`config.mk`:
```
export PLATFORM = sky130hd
export DESIGN_NAME = vsl_regs
export DESIGN_NICKNAME = d
export VERILOG_FILES = /design/src/vsl_pkg.sv /design/src/vsl_regs.sv
export SDC_FILE = /design/constraint.sdc
export NUM_CORES = 1
export LEC_CHECK = 0
export ABC_CLOCK_PERIOD_IN_PS = 1000
export BUFFER_PORTS_ARGS = -buffer_cell sky130_fd_sc_hd__buf_2
export CORE_ASPECT_RATIO = 0.8
export CORE_MARGIN = 1
export CORE_UTILIZATION = 36
export CTS_CLUSTER_DIAMETER = 200
export CTS_CLUSTER_SIZE = 40
export DETAILED_ROUTE_END_ITERATION = 10
export HOLD_SLACK_MARGIN = 0.08
export PLACE_DENSITY = 0.76
export SLEW_MARGIN = 20
export SYNTH_ARGS = -nofsm -noshare
export SYNTH_HDL_FRONTEND = slang
export SYNTH_SLANG_ARGS = --single-unit
```
`constraint.sdc`:
```
create_clock -name aclk -period 1 [get_ports aclk]
set_input_delay 0.2 -clock aclk [delete_from_list [all_inputs] [get_ports aclk]]
set_output_delay 0.2 -clock aclk [all_outputs]
set_load 0.05 [all_outputs]
```
`src/vsl_pkg.sv`:
```
`default_nettype none

package vsl_pkg;

    // Line storage depth and derived widths
    localparam int MAX_ROW_WIDTH = 2048;
    localparam int COL_W  = $clog2(MAX_ROW_WIDTH);
    localparam int WID_W  = COL_W + 1;
    localparam int PIX_W  = 8;
    localparam int STEP_W = 8;
    localparam int RW_W   = 12;
    localparam int CMP_W  = (RW_W > WID_W) ? RW_W : WID_W;

    // Configuration port
    localparam int ADDR_W = 3;
    localparam int DATA_W = 32;

    typedef enum logic [0:0] {
        REG_MAX_STEP  = 1'b0,
        REG_ROW_WIDTH = 1'b1
    } reg_idx_t;

    localparam logic [STEP_W-1:0] MAX_STEP_RST  = 8'd255;
    localparam logic [RW_W-1:0]   ROW_WIDTH_RST = 12'd2048;

    // Settings seen by the datapath
    typedef struct packed {
        logic [STEP_W-1:0] max_step;
        logic [WID_W-1:0]  width;
    } vsl_cfg_t;

    // Column tracking status of the datapath
    typedef struct packed {
        logic             acc;
        logic             acc_last;
        logic [COL_W-1:0] acc_col;
        logic [COL_W-1:0] col_count;
    } vsl_stat_t;

endpackage

`default_nettype wire

```
`src/vsl_regs.sv`:
```
`default_nettype none

module vsl_regs (
    input  wire logic                          aclk,
    input  wire logic                          aresetn,
    input  wire logic                          psel,
    input  wire logic                          penable,
    input  wire logic                          pwrite,
    input  wire logic [vsl_pkg::ADDR_W-1:0]    paddr,
    input  wire logic [vsl_pkg::DATA_W-1:0]    pwdata,
    output logic      [vsl_pkg::DATA_W-1:0]    prdata,
    output logic                               pready,
    output vsl_pkg::vsl_cfg_t                  cfg
);

    logic [vsl_pkg::STEP_W-1:0] max_step_reg;
    logic [vsl_pkg::RW_W-1:0]   row_width_reg;
    logic                       wr_en;
    vsl_pkg::reg_idx_t          idx;
    logic [vsl_pkg::CMP_W-1:0]  rw_ext;

    assign pready = 1'b1;
    assign wr_en  = psel && penable && pwrite && pready;
    assign idx    = vsl_pkg::reg_idx_t'(paddr[2]);

    // Write registers on the access phase
    always_ff @(posedge aclk) begin
        if (!aresetn) begin
            max_step_reg  <= vsl_pkg::MAX_STEP_RST;
            row_width_reg <= vsl_pkg::ROW_WIDTH_RST;
        end else if (wr_en) begin
            unique case (idx)
                vsl_pkg::REG_MAX_STEP:  max_step_reg  <= pwdata[vsl_pkg::STEP_W-1:0];
                vsl_pkg::REG_ROW_WIDTH: row_width_reg <= pwdata[vsl_pkg::RW_W-1:0];
                default: ;
            endcase
        end
    end

    // Read back
    always_comb begin
        unique case (idx)
            vsl_pkg::REG_MAX_STEP:  prdata = vsl_pkg::DATA_W'(max_step_reg);
            vsl_pkg::REG_ROW_WIDTH: prdata = vsl_pkg::DATA_W'(row_width_reg);
            default:                prdata = '0;
        endcase
    end

    // Clamp the row width to the range of the line store
    assign rw_ext = vsl_pkg::CMP_W'(row_width_reg);

    always_comb begin
        cfg.max_step = max_step_reg;
        priority if (rw_ext == '0) begin
            cfg.width = vsl_pkg::WID_W'(1);
        end else if (rw_ext > vsl_pkg::CMP_W'(vsl_pkg::MAX_ROW_WIDTH)) begin
            cfg.width = vsl_pkg::WID_W'(vsl_pkg::MAX_ROW_WIDTH);
        end else begin
            cfg.width = vsl_pkg::WID_W'(rw_ext);
        end
    end

endmodule

`default_nettype wire

```
==> results of run 1 <==
## layout make-up
| type | count | area [um^2] | area share |
|---|---|---|---|
| inverters | 1 | 3.75 | 0.00167 |
| clock buffers | 4 | 45.0 | 0.0200 |
| well taps | 40 | 50.0 | 0.0222 |
| multi-input cells | 110 | 845 | 0.375 |
| repair buffers | 78 | 873 | 0.388 |
| flip-flops and latches | 20 | 433 | 0.192 |
## per-layer routing
layer	vias to the layer above	GRT usage	part of all wire
met1	554	0.206	0.42
met2	49	0.361	0.52
met4	0	0.0521	0.0077
met3	2	0.0500	0.056
met5	-	0	0
li1	559	-	-
## power groups by stage
stage | Clock, mW | Combinational [mW] | Sequential, mW
after floorplan | 0 | 0.496 | 0.870
after global placement | 0 | 0.587 | 0.844
after detailed placement | 0 | 0.591 | 0.845
after CTS | 0.556 | 0.695 | 0.833
after global routing | 0.601 | 0.746 | 0.833
final | 0.544 | 0.715 | 0.831
## worst max-delay path by stage
stage | end | slack [ns] | cells after the start
finish | cfg[0] | -0.54 | 3
global route | cfg[0] | -0.55 | 3
CTS | cfg[0] | -0.47 | 3
detailed placement | cfg[0] | -0.32 | 3
global placement | cfg[0] | -0.24 | 3
floorplan | cfg[0] | -0.14 | 2
## logic make-up (layout without fill, tap and decap cells)
group           after synthesis  in the layout  synth area share
compound gates                1              1           0.00797
simple gates                 60             60             0.258
flops                        20             20             0.319
mux                          28             28             0.231
other cells                   2             21           0.00598
buf+inv                      32             83             0.178
## worst min-delay path, delay by kind of cell
kind,cells,cell delay (ns)
muxes,1,0.05
buffers and inverters,1,0.10
and+or+nand+nor,1,0.05
## cells in the final DEF, fill, tap and decap left out, drive strengths merged
cell / count
mux2: 8
and4: 1
conb: 21
clkbuf: 5
nor4: 2
dfxtp: 20
nor2: 1
inv: 1
nand2: 22
and4b: 1
mux2i: 20
and2: 4
buf: 77
nor2b: 29
a41o: 1
## synthesized netlist by cell type (2+ instances only)
cell / count / area (um^2)
mux2_2: 8 / 90.1
clkbuf_1: 6 / 22.5
nor2b_1: 29 / 181
nor4_1: 2 / 12.5
nand2_1: 22 / 82.6
conb_1: 2 / 7.51
mux2i_1: 20 / 200
and2_1: 4 / 25.0
dfxtp_1: 20 / 400
buf_4: 23 / 173
## repair_timing
item / in CTS / in global routing
hold endpoints to repair: 0 / 0
gates resized for setup: 112 / 18
buffers inserted: 3 / 5
pin swaps: 2 / 1
endpoints found under the setup margin: 32 / 33
==> out/metrics.yaml, run 1 <==
p_int_mw: 1.37
crit_path_max_incr_delay_ns: 0.35
antenna_found_initial: 0
design_area_um2: 2250
ant_nets: 0
hold_end: "row_width_reg[0]"
die_area_um2: 3730
numCtsBuffers: 3
crit_fanout: 2
swShare: 0.346
power_frac_comb: 0.342
holdWs_ns: 0.194
path_clk_slew_ns: 0.07
fin_util: 0.703
place_ws_ns: -0.318
ys_seq_area_frac: 0.319
synth_cell_type_count: 17
start_kind: "flip-flop"
cts_tree: "built"
reg2reg_slack_ns: 0.08
cts_root_buffer: "clkbuf_8"
dp_hpwl_um: 2100
avgSynthCellArea_um2: 8.78
synth_top_flop_cell: "dfxtp_1"
r2r-end: "max_step_reg[6]"
status: "finished, violations left"
slowest_stage: "nor4_2"
dp.cells: 242
hold_violations: 0
fmax_ghz: 0.649
grt_pass1_wl_um: 4950
path_class: "flip-flop to output port"
rsz0062_at_grt: "yes"
clockPowerShare: 0.260
grt_max_degree: 41
ys_seq_elements: 20
diodes: 0
cts_buffer_depth: 2
viasPerCell: 4.60
synthArstFlopShare: 0
power.switching_uw: 724
die_w_um: 68.0
peakVddDrop_mv: 1.07
fin_ws_ns: -0.541
htree_levels: 1
global_route.overflow_total: 0
post_dp_cell_area_um2: 1740
wl_um: 3510
ios: 93
final_layout_size_suffix_gt1_frac: 0.596
first_pass_iters: 4
slew_viol_final: 0
syn_area_um2: 1260
synth-edff-count: 0
cp.arrival_ns: 1.34
p_total_mw: 2.09
crit_chain: "nor4_2, a41o_2, buf_8"
place_congestion: 0.699
wl_per_cell_um: 13.9
num_rows: 18
holdPathStages: 3
setup_violations: 27
yosysWarnings: 0
power_density_nw_per_um2: 929
crit_path_end_kind: "output port"
die_y_um: 54.8
syn_inst: 143
critical_path.top_delay_family: "simple AND/OR/NAND/NOR gates"
n_fill_cell: 226
rr_startpoint: "max_step_reg[6]"
violations: "negative setup slack"
fin_crit_ns: 1.54
layout.cells.non_filler: 253
clock_sinks: 20
clk_latency_ns: 0.25
max-cap-violations: 0
r2r_cells: 4
portBuffers: 49
leakagePower_nw: 0.971
hold_buffers: 0
seq_power_share: 0.398
grt_pass1_vias: 1023
drc_errors: 0
initial_core_util: 0.393
num_vias: 1164
grt_usage: 0.189
cp.required_ns: 0.80
cp-startpoint: "row_width_reg[1]"
hold_path_class: "primary input to flip-flop"
syn_to_final_growth_pct: 79.1
fin_skew_ns: 0
worstHoldStart: "pwdata[0]"
final_nets: 254
fin_crit_sh: 1.54
largest_register_ffs: 12
tns_ns: -7.06
crit_buf_inv: 1
drt_iter0_markers: 39
core_area_um2: 3200
(Power assumes the default switching activity.)
==> run 2, diff against run 1 <==
==> constraint.sdc (replaced) <==
create_clock -name aclk -period 1 [get_ports aclk]
set_input_delay 0.05 -clock aclk [delete_from_list [all_inputs] [get_ports aclk]]
set_output_delay 0.05 -clock aclk [all_outputs]
set_load 0.05 [all_outputs]
==> run 2 against run 1 <==
Effect of this change: wire length fell by 1.5%; maximum frequency rose by 12%; highest routed layer unchanged; clock power rose by 16%; the run still ends with negative setup slack left; die area did not move.
==> out/metrics.yaml, run 2 (synthesized netlist as in run 1, its figures left out) <==
status: "finished, violations left"  # unchanged
violations: "negative setup slack"  # unchanged
global_route.overflow_total: 0  # unchanged
wl_um: 3450  # was 3510 um
fin_crit_sh: 1.38  # was 1.54
cp.required_ns: 0.95  # was 0.80 ns
wl_per_cell_um: 13.4  # was 13.9 um
drc_errors: 0  # unchanged
highest_layer: "met4"  # unchanged
final_cell_mix: "buf_2, nand2_1, conb_1"  # was buf_8, buf_6, nand2_1
cp.arrival_ns: 1.33  # was 1.34 ns
grt_pass1_wl_um: 5030  # was 4950 um
leakagePower_nw: 0.950  # was 0.971 nW
initial_core_util: 0.393  # unchanged
antenna_found_initial: 0  # unchanged
crit_chain: "nor4_4, a41o_2, buf_8"  # was nor4_2, a41o_2, buf_8
dp_hpwl_um: 2020  # was 2100 um
path_clk_slew_ns: 0.08  # was 0.07 ns
place_congestion: 0.712  # was 0.699
ios: 93  # unchanged
critical_path.top_delay_family: "flip-flops"  # was simple AND/OR/NAND/NOR gates
n_fill_cell: 250  # was 226
syn_to_final_growth_pct: 77.0  # was 79.1%
dr_wl_met2_um: 1710  # was 1820 um
p_total_mw: 2.19  # was 2.09 mW
portBuffers: 49  # unchanged
crit_path_end_kind: "output port"  # unchanged
crit_fanout: 2  # unchanged
fin_skew_ns: 0  # unchanged
die_y_um: 54.8  # unchanged
holdWs_ns: 0.220  # was 0.194 ns
rsz0062_at_grt: "yes"  # unchanged
numCtsBuffers: 3  # unchanged
wl_met3_um: 197  # was 198 um
fin_crit_ns: 1.38  # was 1.54 ns
cts_root_buffer: "clkbuf_8"  # unchanged
cts_tree: "built"  # unchanged
hold_violations: 0  # unchanged
drt_iter0_markers: 34  # was 39
htree_levels: 1  # unchanged
clock_sinks: 20  # unchanged
grt_pass1_vias: 1068  # was 1,023
slew_viol_final: 0  # unchanged
first_pass_iters: 4  # unchanged
largest_register_ffs: 12  # unchanged
num_rows: 18  # unchanged
path_class: "flip-flop to output port"  # unchanged
grt_max_degree: 41  # unchanged
final_nets: 259  # was 254
grt_usage: 0.191  # was 0.189
fin_ws_ns: -0.376  # was -0.541 ns
crit_path_max_incr_delay_ns: 0.35  # about the same
final_common_cell: "buf_2"  # was buf_8
slowest_stage: "dfxtp_2"  # was nor4_2
clk_latency_ns: 0.26  # was 0.25 ns
reg2reg_slack_ns: 0.14  # was 0.08 ns
setup_violations: 21  # was 27
final_layout_size_suffix_gt1_frac: 0.541  # was 0.596
die_area_um2: 3730  # unchanged
cts_buffer_depth: 2  # unchanged
hold_path_class: "primary input to flip-flop"  # unchanged
fmax_ghz: 0.727  # was 0.649 GHz
start_kind: "flip-flop"  # unchanged
die_w_um: 68.0  # unchanged
max-cap-violations: 0  # unchanged
core_area_um2: 3200  # unchanged
peakVddDrop_mv: 0.851  # was 1.07 mV
ant_nets: 0  # unchanged
crit_buf_inv: 1  # unchanged
wl_met1_um: 1440  # was 1460 um
viasPerCell: 4.46  # was 4.60
diodes: 0  # unchanged
num_vias: 1150  # was 1,164
power_density_nw_per_um2: 985  # was 929 nW/um^2
-- run 2: changes by cell type in the layout (fill, tap and decap cells not counted), sizes merged --
cell / delta
dlygate4sd3: +12
buf: -7
-- run 2: worst paths after layout --
| check | start | cells after the start | to |
|---|---|---|---|
| max reg2reg | row_width_reg[11] | 3 | row_width_reg[11] |
| min reg2reg | row_width_reg[0] | 2 | row_width_reg[0] |
| max | row_width_reg[8] | 3 | cfg[0] |
| min | aresetn | 4 | row_width_reg[4] |
-- run 2: what timing repair did --
action	in CTS	in global routing
pin swaps	2	3
gates cloned	0	0
setup endpoints to repair	24	25
hold buffers	12	0
resized for setup	103	8
buffers inserted	3	3
hold endpoints to repair	19	0
-- run 2: worst min-delay path, stage by stage --
cell	delay, ns
buf_2	0.11
buf_12	0.16
nand2_1	0.07
mux2i_1	0.05
-- run 2: area by class of cell --
class / count / area (um^2) / area share
Tap cell: 40 / 50.0 / 0.0225
Multi-Input combinational cell: 110 / 836 / 0.376
Sequential cell: 20 / 428 / 0.192
Inverter: 1 / 3.75 / 0.00169
Clock buffer: 4 / 55.1 / 0.0248
Timing Repair Buffer: 83 / 851 / 0.383
-- run 2: metal layers --
layer | up-vias | global-route usage
li1 | 564 | -
met1 | 526 | 0.213
met3 | 10 | 0.0563
met4 | 0 | 0.0833
met2 | 50 | 0.340
met5 | - | 0
-- run 2: through the flow --
stage	setup TNS, ns	util	std cells	setup WS [ns]	area [um^2]
floorplan	-0.392	-	162	-0.0490	1380
global placement	-0.124	0.509	236	-0.124	1630
detailed placement	-0.157	0.509	236	-0.157	1630
CTS	-2.81	0.678	255	-0.325	2170
global route	-3.70	0.695	258	-0.431	2220
finish	-2.97	0.695	258	-0.376	2220
-- run 2: power breakdown --
group / switching (mW) / internal [mW] / total, mW
Sequential: 0.0177 / 0.815 / 0.832
Combinational: 0.443 / 0.282 / 0.725
Clock: 0.280 / 0.351 / 0.631
Total: 0.741 / 1.45 / 2.19
==> run 3, diff against run 2 <==
MAX_ROUTING_LAYER = met4   (was not set)
==> run 3 against run 2 <==
Effect of this change: the flow still finishes with violations (negative setup slack); non-clock buffer count stayed put; cell count stayed put; wire length hardly changed; maximum frequency is 0.31% higher; clock power hardly changed; sequential power hardly changed; clock-buffer cell count stayed put; via count is 0.78% higher; sequential share of layout area stayed put; critical path type unchanged; highest routed layer unchanged.
==> out/metrics.yaml, run 3 (synthesized netlist as in run 1, its figures left out) <==
tns_ns: -2.93  # was -2.97 ns
final_common_cell: "buf_2"  # unchanged
fin_crit_ns: 1.37  # was 1.38 ns
wl_per_cell_um: 13.4  # about the same
setup_violations: 21  # unchanged
hold_violations: 0  # unchanged
num_vias: 1159  # was 1,150
hold_path_class: "primary input to flip-flop"  # unchanged
numCtsBuffers: 3  # unchanged
place_congestion: 0.721  # was 0.712
fin_ws_ns: -0.372  # was -0.376 ns
htree_levels: 1  # unchanged
slew_viol_final: 0  # unchanged
fin_crit_sh: 1.37  # was 1.38
portBuffers: 49  # unchanged
final_cell_mix: "buf_2, nand2_1, conb_1"  # unchanged
path_clk_slew_ns: 0.08  # about the same
cts_root_buffer: "clkbuf_8"  # unchanged
cts_buffer_depth: 2  # unchanged
grt_pass1_vias: 1064  # was 1,068
drt_iter0_markers: 37  # was 34
initial_core_util: 0.393  # unchanged
viasPerCell: 4.49  # was 4.46
drc_errors: 0  # unchanged
die_w_um: 68.0  # unchanged
diodes: 0  # unchanged
crit_path_max_incr_delay_ns: 0.35  # about the same
crit_path_end_kind: "output port"  # unchanged
clk_latency_ns: 0.26  # about the same
grt_max_degree: 41  # unchanged
peakVddDrop_mv: 0.846  # was 0.851 mV
crit_chain: "nor4_4, a41o_2, buf_8"  # unchanged
rsz0062_at_grt: "yes"  # unchanged
first_pass_iters: 4  # unchanged
core_area_um2: 3200  # unchanged
syn_to_final_growth_pct: 77.0  # unchanged
cts_tree: "built"  # unchanged
clock_sinks: 20  # unchanged
dp_hpwl_um: 2020  # unchanged
cp.required_ns: 0.95  # about the same
path_class: "flip-flop to output port"  # unchanged
leakagePower_nw: 0.950  # unchanged
start_kind: "flip-flop"  # unchanged
grt_pass1_wl_um: 5050  # was 5030 um
violations: "negative setup slack"  # unchanged
p_total_mw: 2.19  # about the same
largest_register_ffs: 12  # unchanged
place_ws_ns: -0.157  # unchanged
fmax_ghz: 0.729  # was 0.727 GHz
final_layout_size_suffix_gt1_frac: 0.541  # unchanged
antenna_found_initial: 0  # unchanged
grt_usage: 0.198  # was 0.191
fin_skew_ns: 0  # unchanged
num_rows: 18  # unchanged
status: "finished, violations left"  # unchanged
power_density_nw_per_um2: 983  # was 985 nW/um^2
slowest_stage: "dfxtp_2"  # unchanged
ant_nets: 0  # unchanged
final_nets: 259  # unchanged
max-cap-violations: 0  # unchanged
ios: 93  # unchanged
wl_um: 3450  # about the same
die_y_um: 54.8  # unchanged
die_area_um2: 3730  # unchanged
cp.arrival_ns: 1.32  # was 1.33 ns
global_route.overflow_total: 0  # unchanged
crit_fanout: 2  # unchanged
-- run 3: cell counts in the layout (fill, tap and decap cells not counted) --
No cell type changed its count.
-- run 3: routing by layer --
layer / GRT usage / part of all wire / vias to the layer above / wire (um)
met1: 0.216 / 0.42 / 534 / 1440
met2: 0.340 / 0.50 / 52 / 1720
met5: - / 0 / - / 0
met4: 0.0833 / 0.027 / 0 / 93
met3: 0.0542 / 0.058 / 10 / 201
li1: - / - / 563 / -
-- run 3: worst max-delay path: cells and delay by family (launching register included) --
family / cells / cell delay, ns
AO/OA/AOI/OAI: 1 / 0.27
AND/OR/NAND/NOR: 1 / 0.30
buffers and inverters: 1 / 0.15
flip-flops: 1 / 0.35
-- run 3: stage by stage --
step / util / hold slack [ns] / area, um^2 / std cells
after floorplan: - / 0.192 / 1380 / 162
after global placement: 0.509 / 0.302 / 1630 / 236
after detailed placement: 0.509 / 0.310 / 1630 / 236
after CTS: 0.678 / 0.221 / 2170 / 255
after global routing: 0.695 / 0.228 / 2220 / 258
final: 0.695 / 0.221 / 2220 / 258
-- run 3: worst paths after layout --
path / start / to / slack (ns) / cells after the start
setup reg to reg: row_width_reg[11] / row_width_reg[11] / 0.15 / 3
hold reg to reg: row_width_reg[0] / row_width_reg[0] / 0.48 / 2
hold / removal: aresetn / row_width_reg[4] / 0.22 / 4
setup / recovery: row_width_reg[8] / cfg[0] / -0.37 / 3
-- run 3: final cells by class --
class,instances,area (um^2)
Fill cell,250,975
Timing Repair Buffer,83,851
Inverter,1,3.75
Tap cell,40,50.0
Multi-Input combinational cell,110,836
Sequential cell,20,428
Clock buffer,4,55.1
-- run 3: what timing repair did --
action | 4_1_cts | 5_1_grt
endpoints found under the setup margin | 24 | 25
setup buffers | 3 | 3
pin swaps | 2 | 3
hold endpoints to repair | 19 | 0
hold buffers | 12 | 0
gates resized for setup | 103 | 8
-- run 3: power by group --
part           internal (mW)  switching (mW)
combinational          0.282           0.443
clock                  0.351           0.277
sequential             0.815          0.0176
total                   1.45           0.738
